`src/rtl/mvt_pkg.sv`:
```
`default_nettype none

package mvt_pkg;

  // Field widths fixed by the interface.
  localparam int unsigned ELEM_W = 32;
  localparam int unsigned PROD_W = 2 * ELEM_W;
  localparam int unsigned SUM_W  = PROD_W + 2;
  localparam int unsigned DIM    = 4;
  localparam int unsigned IDX_W  = 2;
  localparam int unsigned CMD_W  = 3;

  // Default number of fraction bits of the fixed-point format.
  localparam int unsigned FRAC_BITS_DEF = 16;

  typedef logic signed [ELEM_W-1:0] elem_t;
  typedef logic signed [PROD_W-1:0] prod_t;
  typedef logic signed [SUM_W-1:0]  sum_t;

  // Command codes carried by each item.
  typedef enum logic [CMD_W-1:0] {
    CMD_LOAD_ROW = 3'd0,
    CMD_LOAD_COL = 3'd1,
    CMD_XFORM    = 3'd2,
    CMD_READ_ROW = 3'd3,
    CMD_READ_COL = 3'd4
  } cmd_t;

  // Write and read-select control from the pipeline to the matrix store.
  typedef struct packed {
    logic             we;
    logic             is_col;
    logic [IDX_W-1:0] idx;
  } mat_ctl_t;

endpackage

`default_nettype wire

```
`src/rtl/mvt_dot_sat.sv`:
```
`default_nettype none

module mvt_dot_sat
  import mvt_pkg::*;
#(
  parameter int unsigned FRAC_BITS = FRAC_BITS_DEF
) (
  input  wire prod_t prod [DIM],
  output elem_t      res,
  output logic       sat
);

  sum_t                  sum;
  sum_t                  shifted;
  logic [SUM_W-ELEM_W:0] upper;

  // Exact sum of the four products, then a flooring shift.
  assign sum     = SUM_W'(prod[0]) + SUM_W'(prod[1]) + SUM_W'(prod[2]) + SUM_W'(prod[3]);
  assign shifted = sum >>> FRAC_BITS;
  assign upper   = shifted[SUM_W-1:ELEM_W-1];

  // Clamp when the shifted value does not fit a signed 32-bit result.
  always_comb begin
    sat = !((&upper) || !(|upper));
    if (!sat) begin
      res = shifted[ELEM_W-1:0];
    end else if (shifted[SUM_W-1]) begin
      res = {1'b1, {(ELEM_W-1){1'b0}}};
    end else begin
      res = {1'b0, {(ELEM_W-1){1'b1}}};
    end
  end

endmodule

`default_nettype wire

```
`config.mk`:
```
export PLATFORM = sky130hd
export DESIGN_NAME = mvt_dot_sat
export DESIGN_NICKNAME = d
export VERILOG_FILES = /design/src/rtl/mvt_pkg.sv /design/src/rtl/mvt_dot_sat.sv
export SDC_FILE = /design/constraint.sdc
export NUM_CORES = 1
export LEC_CHECK = 0
export ABC_AREA = 1
export BUFFER_PORTS_ARGS = -buffer_cell sky130_fd_sc_hd__clkbuf_2
export CAP_MARGIN = 20
export CORE_ASPECT_RATIO = 1.75
export CORE_UTILIZATION = 45
export DETAILED_ROUTE_END_ITERATION = 12
export PLACE_DENSITY = 0.79
export SLEW_MARGIN = 10
export SYNTH_ARGS = -nofsm -noshare
export SYNTH_HDL_FRONTEND = slang
export SYNTH_SLANG_ARGS = --single-unit
export TNS_END_PERCENT = 5
```
`constraint.sdc`:
```
create_clock -name vclk -period 5.3
set_clock_uncertainty 0.2 [all_clocks]
set_input_delay 0.265 -clock vclk [all_inputs]
set_output_delay 0.265 -clock vclk [all_outputs]
set_load 0.005 [all_outputs]
```
==> impl_metrics.csv, run 1 <==
group,metric,value,unit
run_status,status,"finished, final reports clean",
power,p_leak,8.048,nW
finish,final_core_util,54.49,%
die,start_util,45.95,%
yosys,yosysWarnings,0,
die,rows,71,
flow_run,cap_violations,0,
die,chipHeight,198.4,um
hold_path,hold_path_end,"res[31]",
setup_path,cp-end-kind,"primary output",
timing,finalCriticalPeriod,5.033,ns
die,die_area,22660,um^2
finish,final-seq-area,0,um^2
global_route,grt_overflow,0,
finish,post-route-cell-area,11760,um^2
yosys,ys_top_cells_by_area,"fa_1 (26%), nand2_1 (24%), inv_1 (23%)",
hold_path,hold_class,"in -> out",
timing,period_share,94.96,%
drt,drc,0,
drt,drtPass1Iterations,5,
placement,numPortBuffers,289,
setup_path,cp-start-kind,"primary input",
drt,routed-via-count,11160,
yosys,yosysUniqueCellTypes,31,
setup_path,crit_start,"prod[27]",
yosys,syn-num-nets,2242,
finish,fin_nets,2537,
timing,max_slew_margin,52.23,%
setup_path,path_common_cell,"nand2_1",
timing,clock.fmax,198.7,MHz
timing,finalSetupTns,0,ns
yosys,synth_common_cells,"nand2_1 (631), inv_1 (613), nor2_1 (131)",
yosys,synth.avg_cell_area,5.525,um^2
setup_path,critPathKind,"in -> out",
setup_path,cp.required,4.84,ns
drt,antenna_left,0,
global_route,grt_pass1_vias,11690,
power,power_density,326.9,nW/um^2
yosys,synthCells,1795,
finish,final_layout_size_suffix_gt1_share,14.99,%
finish,design.seq.count,0,
drt,wl_per_cell,14.56,um
global_route,grt_first_pass_wirelength,54050,um
global_route,grt_usage,31.03,%
cts,postCtsSetupBuffers,0,
timing,slew_viol_final,0,
placement,routabilityCongestion,1.008,
yosys,syn_area,9918,um^2
setup_path,cp_data_arrival_time,4.57,ns
setup_path,cp_max_fo,32,
timing,hold_viol,0,
yosys,yosys.area.top_type,"fa_1",
yosys,synth_top_area_share,25.84,%
die,die_x,114.2,um
drt,drt_iter0_markers,385,
hold_path,min_path_cells,7,
die,core_area,21590,um^2
global_route,antenna_found_initial,0,
setup_path,max_stage_delay,0.53,ns
hold_path,hold_start,"prod[255]",
timing,setup_viol,0,
finish,insertedDiodeCount,0,
global_route,grt_max_degree,33,
power,worst_ir_drop_vdd,159.4,uV
yosys,synth.most_common_cell,"nand2_1",
drt,vias_per_cell,4.689,
yosys,ys_seq_area_share,0,%
timing,tightestPinTransition,0.7101,ns
finish,clockBufferCount,0,
setup_path,crit_slowest_cell,"fa_1",
die,num_io_pins,289,
placement,place_hpwl,32200,um
drt,wl,34640,um
timing,rsz0062_at_grt,"false",
finish,synthToLayoutAreaGrowth,18.59,%
placement,place_area,11750,um^2
routing by layer:
| metal | up-vias | track usage (%) | share of wire, % |
|---|---|---|---|
| met1 | 5014 | 27.17 | 32 |
| met5 | - | 0 | 0 |
| met2 | 369 | 64.49 | 56 |
| li1 | 5650 | - | - |
| met4 | 0 | 21.89 | 8.5 |
| met3 | 128 | 1.676 | 3.3 |
how the worst max path moves through the flow:
stage	cells after the start	slack, ns	endpoint
2_1_floorplan	23	1.55	res[21]
3_3_place_gp	25	0.29	res[27]
3_5_place_dp	25	0.22	res[29]
4_1_cts	25	0.20	res[29]
5_1_grt	25	0.08	res[27]
6_report	25	0.27	res[29]
placed cells by master (no fill, tap or decap):
cell type and instances:
nor4_1 1, inv_2 1, nor2_2 3, xor2_1 18
nand2_8 1, o21ai_0 17, buf_4 9, and2_1 2
a31oi_1 9, nor3_1 8, clkbuf_2 289, nand3_2 3
ha_1 63, nor3_2 3, clkinv_1 1, nand4_1 5
a41oi_1 1, buf_12 1, and3_1 4, inv_1 613
or2_2 1, a21oi_1 59, fa_1 128, o21bai_1 5
nand2_1 631, nand3b_1 2, o211ai_1 1, xnor2_1 14
nor2_1 131, o31ai_1 1, nand3_1 61, nor4_2 2
worst max-delay path: cells and delay by family:
kind                       cells  cell delay [ns]
adders and majority gates      3             1.41
AOI/OAI and AO/OA              1             0.19
and+or+nand+nor               15             2.18
buffers and inverters          6             0.50
final cells by class:
| type | instances | area [um^2] |
|---|---|---|
| Inverter | 615 | 2308 |
| Timing Repair Buffer | 299 | 1534 |
| Multi-Input combinational cell | 1174 | 7555 |
| Tap cell | 292 | 365.4 |
| Fill cell | 2388 | 9824 |
what timing repair did:
| action | 4_1_cts | 5_1_grt |
|---|---|---|
| gates resized for setup | 0 | 1 |
| endpoints found under the setup margin | 0 | 4 |
| hold buffers | 0 | 0 |
| hold endpoints to repair | 0 | 0 |
kinds of logic (layout without fill, tap and decap cells):
| logic type | Yosys count | count (layout) | share of synthesized area [%] |
|---|---|---|---|
| buffers and inverters | 621 | 914 | 23.92 |
| AOI/OAI and AO/OA | 93 | 93 | 5.021 |
| adders and majority gates | 191 | 191 | 33.78 |
| and+or+nand+nor | 858 | 858 | 34.45 |
| xor gates and xnor gates | 32 | 32 | 2.826 |
report_power, final:
group          internal (W)  switching, W  leakage [nW]
clock                     0             0             0
sequential                0             0             0
combinational       0.00131       0.00253          8.05
total               0.00131       0.00253          8.05
stage by stage:
| stage | worst slack [ns] | instances | hold slack (ns) | total power (W) |
|---|---|---|---|---|
| floorplan | 1.545 | 1795 | 0.8038 | 0.002494 |
| global placement | 0.2872 | 2380 | 1.185 | 0.003808 |
| detailed placement | 0.2180 | 2380 | 1.211 | 0.003817 |
| CTS | 0.1975 | 2380 | 1.206 | 0.003835 |
| global route | 0.07963 | 2380 | 1.299 | 0.004302 |
| finish | 0.2669 | 2380 | 1.205 | 0.003845 |
No activity file was read; power rests on OpenSTA's default activity.
==> run 2: changes to the inputs <==
--- a/config.mk
+++ b/config.mk
@@ -12,6 +12,7 @@
 export CORE_UTILIZATION = 45
 export DETAILED_ROUTE_END_ITERATION = 12
 export PLACE_DENSITY = 0.79
+export REMOVE_ABC_BUFFERS = 1
 export SLEW_MARGIN = 10
 export SYNTH_ARGS = -nofsm -noshare
 export SYNTH_HDL_FRONTEND = slang
==> run 2 against run 1 <==
Core utilization grew 0.19 points. Die area stayed put. Non-clock buffer count is 8 higher. Largest power group unchanged. Highest routed layer unchanged.
==> impl_metrics.csv, run 2 (synthesis results as in run 1) <==
group,metric,value,unit
placement,numPortBuffers,289,
power,clockPowerShare,0,%
drt,routed-via-count,11200,
timing,tightestPinTransition,0.6003,ns
die,num_io_pins,289,
drt,vias_per_cell,4.691,
timing,finalSetupTns,0,ns
global_route,grt_usage,30.51,%
placement,place_area,11800,um^2
finish,design.seq.count,0,
power,p_switching,0.002489,W
power,combPwrFrac,100.0,%
die,start_util,45.95,%
drt,drc,0,
finish,final_core_util,54.68,%
hold_path,hold_class,"in -> out",
global_route,grt_overflow,0,
finish,post-route-cell-area,11800,um^2
timing,slew_viol_final,0,
drt,wl,34150,um
timing,clock.fmax,200.3,MHz
finish,final-seq-area,0,um^2
timing,period_share,94.18,%
drt,antenna_left,0,
finish,clockBufferCount,0,
power,sw_frac_of_total,65.43,%
setup_path,cp_data_arrival_time,4.53,ns
placement,place_hpwl,31880,um
setup_path,cp-start-kind,"primary input",
cts,postCtsSetupBuffers,0,
global_route,antenna_found_initial,0,
finish,final_layout_size_suffix_gt1_share,15.36,%
finish,synthToLayoutAreaGrowth,19.01,%
die,core_area,21590,um^2
timing,hold_viol,0,
timing,finalCriticalPeriod,4.991,ns
die,rows,71,
drt,wl_per_cell,14.30,um
hold_path,hold_path_end,"res[31]",
setup_path,critPathKind,"in -> out",
global_route,grt_pass1_vias,11240,
power,p_leak,8.084,nW
setup_path,cp-end-kind,"primary output",
finish,mostFrequentLayoutCells,"nand2_1 (631), inv_1 (613), clkbuf_2 (289)",
hold_path,hold_start,"prod[255]",
die,die_area,22660,um^2
power,worst_ir_drop_vdd,140.2,uV
timing,setup_viol,0,
flow_run,cap_violations,0,
power,power_density,322.3,nW/um^2
finish,fin_nets,2545,
setup_path,crit_slowest_cell,"fa_1",
finish,layout_commonest_cell,"nand2_1",
timing,max_slew_margin,59.76,%
global_route,grt_max_degree,32,
power,intPower,0.001315,W
drt,drt_iter0_markers,492,
run_status,status,"finished, final reports clean",
setup_path,cp.required,4.84,ns
setup_path,max_stage_delay,0.52,ns
global_route,grt_first_pass_wirelength,52940,um
setup_path,path_common_cell,"nand2_1",
placement,routabilityCongestion,0.9776,
die,chipHeight,198.4,um
hold_path,min_path_cells,7,
power,seqPwrFrac,0,%
die,die_x,114.2,um
drt,drtPass1Iterations,6,
timing,rsz0062_at_grt,"false",
finish,insertedDiodeCount,0,
setup_path,cp_max_fo,31,
run 2: cell types whose count changed in the layout (fill, tap and decap cells not counted):
cell     delta
buf_12      -1
buf_4       +9
nand2_4     +1
nand2_8     -1
nor2_1      -1
nor2_2      +1
run 2: through the flow:
stage / power, W / worst slack, ns / hold WS, ns / instances
after floorplan: 0.002460 / 1.440 / 0.8038 / 1789
after global placement: 0.003755 / 0.2178 / 1.203 / 2388
after detailed placement: 0.003783 / 0.2026 / 1.263 / 2388
after CTS: 0.003801 / 0.1712 / 1.252 / 2388
after global routing: 0.004265 / 0.03463 / 1.320 / 2388
final: 0.003804 / 0.3086 / 1.251 / 2388
run 2: timing repair:
item,4_1_cts,5_1_grt
setup endpoints to repair,0,31
hold endpoints to repair,0,0
gates resized for setup,0,1
hold buffers,0,0
run 2: layout make-up:
type | count | area [um^2]
fill | 2352 | 9783
multi-input combinational | 1174 | 7548
inverter | 615 | 2308
timing repair buffer | 307 | 1582
tap | 292 | 365.4
run 2: routing by layer:
metal | part of all wire [%] | vias up | GRT usage (%)
li1 | - | 5666 | -
met1 | 33 | 5109 | 28.04
met2 | 57 | 329 | 64.24
met3 | 2.8 | 97 | 0.7008
met4 | 7.4 | 0 | 17.89
met5 | 0 | - | 0
run 2: critical path: cells and delay by family:
family | cells | cell delay, ns
adders and majority gates | 3 | 1.46
and+or+nand+nor | 14 | 1.78
AOI/OAI and AO/OA | 1 | 0.19
buffers and inverters | 7 | 0.81
run 2: power groups by stage:
stage | clock [W] | sequential [W] | combinational (W)
2_1_floorplan | 0 | 0 | 0.00246
3_3_place_gp | 0 | 0 | 0.00375
3_5_place_dp | 0 | 0 | 0.00378
4_1_cts | 0 | 0 | 0.00380
5_1_grt | 0 | 0 | 0.00426
6_report | 0 | 0 | 0.00380
run 2: how the worst max path moves through the flow:
stage	from	slack, ns	to	cells after the start
2_1_floorplan	prod[23]	1.44	res[0]	22
3_3_place_gp	prod[31]	0.22	res[0]	25
3_5_place_dp	prod[31]	0.20	res[9]	25
4_1_cts	prod[31]	0.17	res[9]	25
5_1_grt	prod[31]	0.03	res[29]	23
6_report	prod[31]	0.31	res[29]	25
